<file path="src/rtl/gdh_pkg.sv">
// Shared constants, types and the arctangent table for the distance and heading error block.
package gdh_pkg;

    localparam int CORDIC_STAGES_DEF = 32;
    localparam int CW = 51;
    localparam int ZW = 34;
    localparam int SQ_W = 64;

    localparam logic [23:0] RADIUS_RESET = 24'd6371000;
    localparam logic [30:0] ONE_Q30 = 31'h4000_0000;
    localparam logic [29:0] CORDIC_GAIN_Q30 = 30'd652032874;
    localparam logic [31:0] TWO_PI_Q29 = 32'd3373259426;
    localparam logic [32:0] DIST_MAX = 33'h1_FFFF_FFFF;

    localparam logic [1:0] FUNC_POS  = 2'd0;
    localparam logic [1:0] FUNC_HDG  = 2'd1;
    localparam logic [1:0] FUNC_GOAL = 2'd2;

    typedef struct packed {
        logic               start;
        logic               vec;
        logic [31:0]        ang;
        logic signed [31:0] x;
        logic signed [31:0] y;
    } cordic_req_t;

    function automatic logic [29:0] atan_entry(input logic [5:0] idx);
        logic [29:0] r;
        case (idx)
            6'd0:  r = 30'd536870912;
            6'd1:  r = 30'd316933406;
            6'd2:  r = 30'd167458907;
            6'd3:  r = 30'd85004756;
            6'd4:  r = 30'd42667331;
            6'd5:  r = 30'd21354465;
            6'd6:  r = 30'd10679838;
            6'd7:  r = 30'd5340245;
            6'd8:  r = 30'd2670163;
            6'd9:  r = 30'd1335087;
            6'd10: r = 30'd667544;
            6'd11: r = 30'd333772;
            6'd12: r = 30'd166886;
            6'd13: r = 30'd83443;
            6'd14: r = 30'd41722;
            6'd15: r = 30'd20861;
            6'd16: r = 30'd10430;
            6'd17: r = 30'd5215;
            6'd18: r = 30'd2608;
            6'd19: r = 30'd1304;
            6'd20: r = 30'd652;
            6'd21: r = 30'd326;
            6'd22: r = 30'd163;
            6'd23: r = 30'd81;
            6'd24: r = 30'd41;
            6'd25: r = 30'd20;
            6'd26: r = 30'd10;
            6'd27: r = 30'd5;
            6'd28: r = 30'd3;
            6'd29: r = 30'd1;
            6'd30: r = 30'd1;
            default: r = 30'd0;
        endcase
        return r;
    endfunction

endpackage

</file>
<file path="src/rtl/gdh_isqrt.sv">
// Bit-serial integer square root, one result bit per cycle.
module gdh_isqrt (
    input  logic        clk,
    input  logic        rst_n,
    input  logic        start,
    input  logic [60:0] val,
    output logic        done,
    output logic [31:0] root
);

    localparam int W = gdh_pkg::SQ_W;

    logic         busy_reg;
    logic         done_reg;
    logic [W-1:0] v_reg;
    logic [W-1:0] res_reg;
    logic [W-1:0] bit_reg;
    logic [W-1:0] sum;

    assign sum = res_reg + bit_reg;

    always_ff @(posedge clk or negedge rst_n)
    begin
        if (!rst_n)
        begin
            busy_reg <= 1'b0;
            done_reg <= 1'b0;
        end
        else
        begin
            done_reg <= 1'b0;
            if (start)
                busy_reg <= 1'b1;
            else if (busy_reg && bit_reg[0])
            begin
                busy_reg <= 1'b0;
                done_reg <= 1'b1;
            end
        end
    end

    always_ff @(posedge clk)
    begin
        if (start)
        begin
            v_reg   <= W'(val);
            res_reg <= '0;
            bit_reg <= W'(1) << (W - 2);
        end
        else if (busy_reg)
        begin
            if (v_reg >= sum)
            begin
                v_reg   <= v_reg - sum;
                res_reg <= (res_reg >> 1) + bit_reg;
            end
            else
            begin
                res_reg <= res_reg >> 1;
            end
            bit_reg <= bit_reg >> 2;
        end
    end

    assign done = done_reg;
    assign root = res_reg[31:0];

endmodule

</file>
<file path="config.mk">
export PLATFORM = sky130hd
export DESIGN_NAME = gdh_isqrt
export DESIGN_NICKNAME = d
export VERILOG_FILES = /design/src/rtl/gdh_pkg.sv /design/src/rtl/gdh_isqrt.sv
export SDC_FILE = /design/constraint.sdc
export NUM_CORES = 1
export LEC_CHECK = 0
export ABC_AREA = 1
export BUFFER_PORTS_ARGS = -buffer_cell sky130_fd_sc_hd__clkbuf_2
export CAP_MARGIN = 15
export CORE_MARGIN = 2
export CORE_UTILIZATION = 41
export CTS_CLUSTER_SIZE = 10
export DETAILED_ROUTE_END_ITERATION = 16
export PLACE_DENSITY = 0.57
export SLEW_MARGIN = 20
export SYNTH_ARGS = -nofsm -noshare
export SYNTH_HDL_FRONTEND = slang
export SYNTH_SLANG_ARGS = --single-unit
</file>
<file path="constraint.sdc">
create_clock -name clk -period 4.9 [get_ports clk]
set_input_delay 0.245 -clock clk [delete_from_list [all_inputs] [get_ports clk]]
set_output_delay 0.245 -clock clk [all_outputs]
set_load 0.01 [all_outputs]
</file>
Word level (Yosys, flattened, before mapping)
Cells that the tools add are included.
{"block": "totals", "register_bits": 162, "out_inout_bits": 33, "word_cells": 24, "in_bits": 64}
{"block": "classes", "addsub": 3, "muxes": 8, "n_lt_le_gt_ge": 1, "reduce_logical": 6}
{"op": "$mux 61", "n": 3}
{"op": "$add 63x63->64", "n": 1}
{"op": "$add 64x63->64", "n": 1}
{"op": "$ge 64x64->1", "n": 1}
{"op": "$mux 64", "n": 1}
{"op": "$sub 64x64->64", "n": 1}
{"op": "$reduce_bool 2->1", "n": 3}
{"op": "$mux 1", "n": 4}
{"op": "$reduce_and 2->1", "n": 2}
{"op": "$logic_and 1x1->1", "n": 1}

Depth between registers and ports, before layout
Gate-level depths: netlist of the first run.
{"block": "logic_depth", "ltp_word": 5, "mapped_depth": 30, "ltp_nobuf": 30}

Least setup slack after synthesis of the first run
OpenSTA, ideal clock, no wires.
{"block": "synth_path", "path_type": "reg2reg", "from": "register res_reg[10]", "to": "register v_reg[0], enable pin", "required_ns": 4.480, "n_path_buf": 1, "period_less_slack_ns": 4.894, "setup_ns": 0.420, "path_stages_with_launch": 23, "path_slack_ns": 0.006, "arrival_ns": 4.473, "path_cell_list": "dfxtp_1 ha_1 nand2_1 o21ai_1 nand2_1 nand2_1 a21oi_1 o21bai_1 nand2_1 nand2_1 nand3b_1 nand3b_1 nand2_1 ha_1 nand2_1 nor2_1 nand2_1 nor2_1 a21oi_4 nand2_8 nand2_4 buf_4 nand2_1"}
{"block": "synth_between", "elab_chain_len": 4}
{"item": "from (decl)", "line": "gdh_isqrt.sv:16", "source": "logic [W-1:0] res_reg;"}
{"item": "from (signal assigned)", "line": "gdh_isqrt.sv:55", "source": "res_reg <= (res_reg >> 1) + bit_reg;"}
{"item": "from (signal assigned)", "line": "gdh_isqrt.sv:59", "source": "res_reg <= res_reg >> 1;"}
{"item": "$add 64x63->64", "line": "gdh_isqrt.sv:20", "source": "assign sum = res_reg + bit_reg;"}
{"item": "$ge 64x64->1", "line": "gdh_isqrt.sv:52", "source": "if (v_reg >= sum)"}
{"item": "$reduce_bool 2->1 (no line)"}
{"item": "$reduce_and 2->1 (no line)"}
{"item": "to (signal assigned)", "line": "gdh_isqrt.sv:46", "source": "v_reg <= W'(val);"}
{"item": "to (signal assigned)", "line": "gdh_isqrt.sv:54", "source": "v_reg <= v_reg - sum;"}
{"item": "to (decl)", "line": "gdh_isqrt.sv:15", "source": "logic [W-1:0] v_reg;"}
Every way passes these cells.
A chain may end at the register's enable or synchronous reset.

Final worst setup path of the first run
{"block": "layout_path", "from": "register bit_reg[20]", "to": "register res_reg[28]"}
{"block": "layout_between", "elab_chain_len": 3, "word_cells_on_any_way": 4, "cone_classes": "add/sub: 2; order compare: 1; mux: 1"}
{"item": "from (decl)", "line": "gdh_isqrt.sv:17", "source": "logic [W-1:0] bit_reg;"}
{"item": "from (signal assigned)", "line": "gdh_isqrt.sv:48", "source": "bit_reg <= W'(1) << (W - 2);"}
{"item": "from (signal assigned)", "line": "gdh_isqrt.sv:61", "source": "bit_reg <= bit_reg >> 2;"}
{"item": "$add 64x63->64", "line": "gdh_isqrt.sv:20"}
{"item": "$ge 64x64->1", "line": "gdh_isqrt.sv:52"}
{"item": "$mux 64 *", "line": "gdh_isqrt.sv:52"}
Every way passes the cells marked *; elsewhere a longest branch is shown, timed or not.

==> results of run 1 <==
-- stage by stage --
step | worst slack, ns | total power (W) | util | std cells
finish | 0.244 | 0.0119 | 0.453 | 4329
global route | 0.00610 | 0.0130 | 0.453 | 4329
CTS | 0.314 | 0.0118 | 0.453 | 4327
detailed placement | 0.347 | 0.0104 | 0.436 | 4270
global placement | 0.291 | 0.0104 | 0.436 | 4270
floorplan | 0.00635 | 0.00809 | - | 3610
-- where the power goes --
group	switching (W)	internal, W	total (W)
combinational	0.00543	0.00275	0.00818
sequential	0.000408	0.00199	0.00239
clock	0.000663	0.000707	0.00137
total	0.00650	0.00545	0.0119
-- layout by cell type, fill, tap and decap left out, drive strengths merged, types with 2 or more instances in the layout --
cell and n:
nand2 1341, inv 536, nor2 433, nand3 287
o21ai 180, a21oi 171, ha 130, clkbuf 114
dfxtp 99, edfxtp 61, buf 58, xnor2 52
nor3 35, nand3b 32, xor2 30, nand4 27
or2 27, dlygate4sd3 25, o21bai 23, nor4 6
a21o 6, clkinv 6, o211ai 4, and3 4
a31oi 4, o21a 3, a211oi 3, dfrtp 2
-- synthesized netlist by cell type, types with 30 or more instances --
library cell / number / share of area
xor2_1: 30 / 0.013
nand3b_1: 32 / 0.012
nand2_1: 1330 / 0.25
ha_1: 130 / 0.081
o21ai_0: 151 / 0.038
dfxtp_1: 99 / 0.099
nor3_1: 32 / 0.0080
a21oi_1: 166 / 0.041
buf_4: 35 / 0.013
clkbuf_1: 43 / 0.0080
xnor2_1: 52 / 0.023
buf_2: 30 / 0.0075
nor2_1: 424 / 0.079
nand3_1: 275 / 0.068
inv_1: 520 / 0.097
edfxtp_1: 61 / 0.091
-- worst max-delay path: stages (launching register included) --
cell	delay, ns
dfxtp_1	0.35
ha_1	0.39
nand2_1	0.11
o21ai_0	0.36
nand2_1	0.14
o21ai_0	0.33
a21oi_1	0.07
o21ai_1	0.28
nand3_1	0.25
nand3_1	0.14
nand2_1	0.13
ha_1	0.37
nand2_1	0.17
inv_1	0.07
nand2_1	0.07
nand2_1	0.07
a21oi_1	0.16
nand2_1	0.11
a21oi_4	0.20
nand2_8	0.10
buf_12	0.19
inv_2	0.22
nand2_1	0.09
nand3_1	0.07
nand2_1	0.05
-- worst min path at each step --
stage | start | endpoint | cells past startpoint
finish | val[10] | v_reg[10] | 3
global route | val[33] | v_reg[33] | 3
CTS | val[33] | v_reg[33] | 3
detailed placement | rst_n | done | 1
global placement | rst_n | done | 1
floorplan | rst_n | busy_reg | 0
-- what timing repair did --
action	4_1_cts	5_1_grt
hold buffers	25	0
hold endpoints to repair	26	0
gates resized for setup	0	3
buffers inserted	0	2
endpoints found under the setup margin	0	45
-- cell families after synthesis --
group,share of synthesized area
xor+xnor,0.0357
fa+ha+maj,0.0819
compound gates,0.106
buf+inv,0.131
flops,0.192
simple gates,0.453
-- final cells by class --
class	instances	area, um^2	share of cell area
clock buffers	19	433	0.0196
clock inverters	13	125	0.00568
multi-input cells	2804	13600	0.618
inverters	531	1990	0.0905
flip-flops and latches	162	3860	0.175
well taps	622	778	0.0353
repair buffers	178	1220	0.0555
-- routing by layer --
layer | GRT usage | vias to the layer above | wire length, um
li1 | - | 11500 | -
met1 | 0.419 | 10100 | 35500
met2 | 0.509 | 755 | 35000
met3 | 0.0360 | 170 | 4390
met4 | 0.141 | 0 | 3650
met5 | 0 | - | 0
==> metrics.cfg, run 1 <==
[critical_path]
endpoint_kind = register
worstSetupEndpoint = res_reg[28]
crit_required_ns = 5.29
worstSetupStartpoint = bit_reg[20]
crit_arrival_ns = 5.05
critical_path_class = register to register
rr_endpoint = res_reg[28]
path_max_fanout = 48
reg2reg_from = bit_reg[20]
r2r_cells = 24
cp-start-kind = register
rrSetupSlack_ns = 0.24

[yosys]
synthFlopType = dfxtp_1
synthCells = 3610
ys.warnings.count = 0
synthesis.area_um2 = 20100
synth_edf_count = 61
synth_fp_nets = 3805
avgSynthCellArea_um2 = 5.57
synth_cell_types = 51
ys_async_sr_fraction = 0.0123
ys_seq_area_frac = 0.192
ys_seq_elements = 162

[sta]
setup_viol = 0
finalClockSkew_ns = 0.0146
finalHoldViolCount = 0
worst_pin_slew_ns = 1.04
drv_slew = 0
max_freq_ghz = 0.215
rsz0062_at_grt = no
holdWs_ns = 0.0361
finalCritPeriodShare = 0.950
period_minus_slack_ns = 4.66
max-slew-margin-rel = 0.309
finalSetupTns_ns = 0

[cts]
cts_tree = built
cts_inserted_buffers = 17
h-tree-depth = 4
clk_latency_ns = 0.50
clock_sinks = 162
clockBufferDepth = 2
root_buffer = clkbuf_16
clkTransAtPathRegs_ns = 0.07

[worst_hold_path]
min_path_type = input pin to register

[placement]
dpl.hpwl_um = 65200
placement.io_buffers = 96
gp_congestion = 1.00
place_area_um2 = 21200

[layout]
fin_area_um2 = 22000
final_layout_size_suffix_gt1_frac = 0.0712
areaGrowthSynthToFinish_pct = 9.67
diodes = 0
nets = 3889
fillCellCount = 5515

[route]
first_pass_iters = 5
avgRoutedWirePerCell_um = 18.1
routed_wirelength_um = 78600
drc = 0
vias_per_cell = 5.21
vias = 22600
postRouteAntennaNets = 0
drt_iter0_markers = 1995

[floorplanning]
die_area_um2 = 50800
coreArea_um2 = 48600
die_x_um = 225
rows = 81
start_util = 0.413
ios = 97
die_h_um = 225

[global_routing]
overflow = 0
antenna_found_initial = 0
grt_max_degree = 81
grt_pass1_vias = 21400
grt_pass1_wl_um = 121000
track_usage = 0.314

[run]
maxCapViolCount = 0

[pwr]
peakVddDrop_mv = 0.322
p_leak_nw = 10.6
power_density_nw_per_um2 = 542

[status]
run_status = completed

(Power assumes the default switching activity.)
==> inputs of run 2 (changes only) <==
- clock period: 4.9 -> 3.7 ns (I/O delays scaled with it)
==> run 2 against run 1 <==
Non-clock buffer count rose by 616. The flow now finishes with violations (negative setup slack). Power rose by 81%. Sequential share of layout area fell by 4.2 points.
==> metrics.cfg, run 2 (synthesized netlist as in run 1, its figures left out) <==
[critical_path]
crit_required_ns = 3.92  ; -1.37 ns
endpoint_kind = register
crit_arrival_ns = 4.26  ; -0.79 ns
path_max_fanout = 6  ; -88%
cp-start-kind = register
critical_path_class = register to register

[cts]
clkTransAtPathRegs_ns = 0.07  ; about the same
h-tree-depth = 4  ; unchanged
cts_tree = built
clockBufferDepth = 2  ; unchanged
cts_inserted_buffers = 17  ; unchanged
root_buffer = clkbuf_16
clock_sinks = 162  ; unchanged
clk_latency_ns = 0.51  ; about the same

[route]
drt_iter0_markers = 2049  ; +2.7%
drc = 0  ; unchanged
postRouteAntennaNets = 0  ; unchanged
avgRoutedWirePerCell_um = 17.8  ; -2.2%
vias_per_cell = 5.04  ; -3.4%
routed_wirelength_um = 87800  ; +12%
vias = 24900  ; +10%
first_pass_iters = 6  ; +1

[sta]
finalClockSkew_ns = 0.0258  ; +0.0112 ns
worst_pin_slew_ns = 0.830  ; -0.206 ns
layout_setup_ws_ns = -0.337  ; -0.581 ns
period_minus_slack_ns = 4.04  ; -0.619 ns
finalCritPeriodShare = 1.09  ; +0.141
finalSetupTns_ns = -34.04  ; -34.04 ns
finalHoldViolCount = 0  ; unchanged
setup_viol = 154  ; +154
drv_slew = 0  ; unchanged
max-slew-margin-rel = 0.446  ; +0.137
rsz0062_at_grt = yes
max_freq_ghz = 0.248  ; +15%

[floorplanning]
coreArea_um2 = 48600  ; unchanged
die_area_um2 = 50800  ; unchanged
die_h_um = 225  ; unchanged
start_util = 0.413  ; unchanged
ios = 97  ; unchanged
rows = 81  ; unchanged
die_x_um = 225  ; unchanged

[placement]
dpl.hpwl_um = 69500  ; +6.6%
placement.io_buffers = 96  ; unchanged
gp_congestion = 1.02  ; +2.4%

[layout]
final_layout_size_suffix_gt1_frac = 0.293  ; +0.222
diodes = 0  ; unchanged
fillCellCount = 4856  ; -12%
post-route-util = 0.601  ; +0.148
areaGrowthSynthToFinish_pct = 45.6
layout_commonest_cell = nand2_1
seqCellArea_um2 = 3900  ; +0.87%
final_cell_mix = 1241 x nand2_1, 612 x buf_4, 505 x inv_1, 332 x nor2_1, 266 x nand3_1
nets = 4506  ; +16%
multi_input_area_um2 = 15800  ; +16%

[global_routing]
antenna_found_initial = 0  ; unchanged
track_usage = 0.334  ; +0.0199
grt_pass1_wl_um = 128000  ; +6.3%
grt_max_degree = 58  ; -28%
overflow = 0  ; unchanged
grt_pass1_vias = 23400  ; +9.2%

[status]
run_status = complete, but fails checks
violations = negative setup slack

[pwr]
peakVddDrop_mv = 0.454  ; +41%
p_leak_nw = 14.1  ; +33%
power_density_nw_per_um2 = 738  ; +36%

[worst_hold_path]
min_path_type = input pin to register

[run]
maxCapViolCount = 0  ; unchanged

-- run 2: cell count changes in the layout (fill, tap and decap cells not counted), moves of 49 or more --
| cell | previous run | this run |
|---|---|---|
| ha_4 | 0 | 51 |
| nand2_2 | 9 | 79 |
| ha_1 | 130 | 75 |
| buf_4 | 53 | 612 |
| nand2_1 | 1329 | 1241 |
| nor2_2 | 6 | 69 |
| a21oi_1 | 165 | 116 |
| nor2_1 | 422 | 332 |
-- run 2: worst max-delay path, stage by stage, from the launching register on --
cell	delay, ns
dfxtp_4	0.36
ha_4	0.31
nand2_4	0.06
o21ai_4	0.24
buf_6	0.14
nand2_4	0.06
nand2_4	0.06
a21oi_4	0.04
o21bai_4	0.20
buf_4	0.18
xnor2_2	0.07
buf_4	0.16
ha_4	0.27
nand2_2	0.09
nor2_4	0.14
nand2_2	0.08
nor2_4	0.09
nand4_1	0.21
nand3_2	0.21
nand2_4	0.09
nand2_8	0.13
nand2_8	0.12
nand2_8	0.21
clkbuf_16	0.21
-- run 2: what timing repair did --
action                                  in CTS  in global routing
endpoints found under the setup margin     171                175
pin swaps                                   15                105
buffers inserted                            12                 24
endpoints found under the hold margin       53                  0
gates cloned                                 2                 10
gates resized for setup                    149                398
hold buffers                                53                  0
-- run 2: worst paths after layout --
kind                        endpoint  slack (ns)  cells past startpoint        start
hold reg to reg            v_reg[62]        0.49                      2    v_reg[62]
setup reg to reg           v_reg[48]       -0.34                     23  res_reg[10]
min in group asynchronous   busy_reg        0.55                      3        rst_n
max in group asynchronous   busy_reg        3.01                      3        rst_n
hold / removal             v_reg[18]        0.02                      3      val[18]
setup / recovery           v_reg[48]       -0.34                     23  res_reg[10]
-- run 2: metal layers --
| layer | global-route usage | vias to the layer above | part of all wire |
|---|---|---|---|
| met3 | 0.0355 | 176 | 0.050 |
| met1 | 0.433 | 11200 | 0.44 |
| met4 | 0.140 | 0 | 0.049 |
| li1 | - | 12800 | - |
| met2 | 0.563 | 762 | 0.46 |
| met5 | 0 | - | 0 |
-- run 2: report_power, final --
part / total [W] / leakage [nW] / internal, W / switching [W]
logic: 0.0165 / 12.3 / 0.00752 / 0.00894
registers: 0.00318 / 1.46 / 0.00265 / 0.000533
clock network: 0.00195 / 0.306 / 0.00106 / 0.000893
-- run 2: metrics by stage --
| stage | setup WS, ns | power [W] | instance area [um^2] | hold WS [ns] | std cells |
|---|---|---|---|---|---|
| CTS | -0.298 | 0.0197 | 27300 | 0.000979 | 4917 |
| floorplan | 0.00275 | 0.0107 | 20100 | -0.111 | 3610 |
| global placement | -0.619 | 0.0169 | 25400 | -0.0178 | 4818 |
| detailed placement | -0.644 | 0.0170 | 25400 | -0.0179 | 4818 |
| finish | -0.337 | 0.0216 | 29300 | 0.0151 | 4946 |
| global route | -0.438 | 0.0232 | 29300 | 0.0132 | 4946 |
-- run 2: area by class of cell --
class / count / share of cell area
sequential: 162 / 0.133
clock inverter: 10 / 0.00368
clock buffer: 22 / 0.0173
tap: 622 / 0.0266
multi-input combinational: 2805 / 0.540
inverter: 531 / 0.0686
timing repair buffer: 794 / 0.210
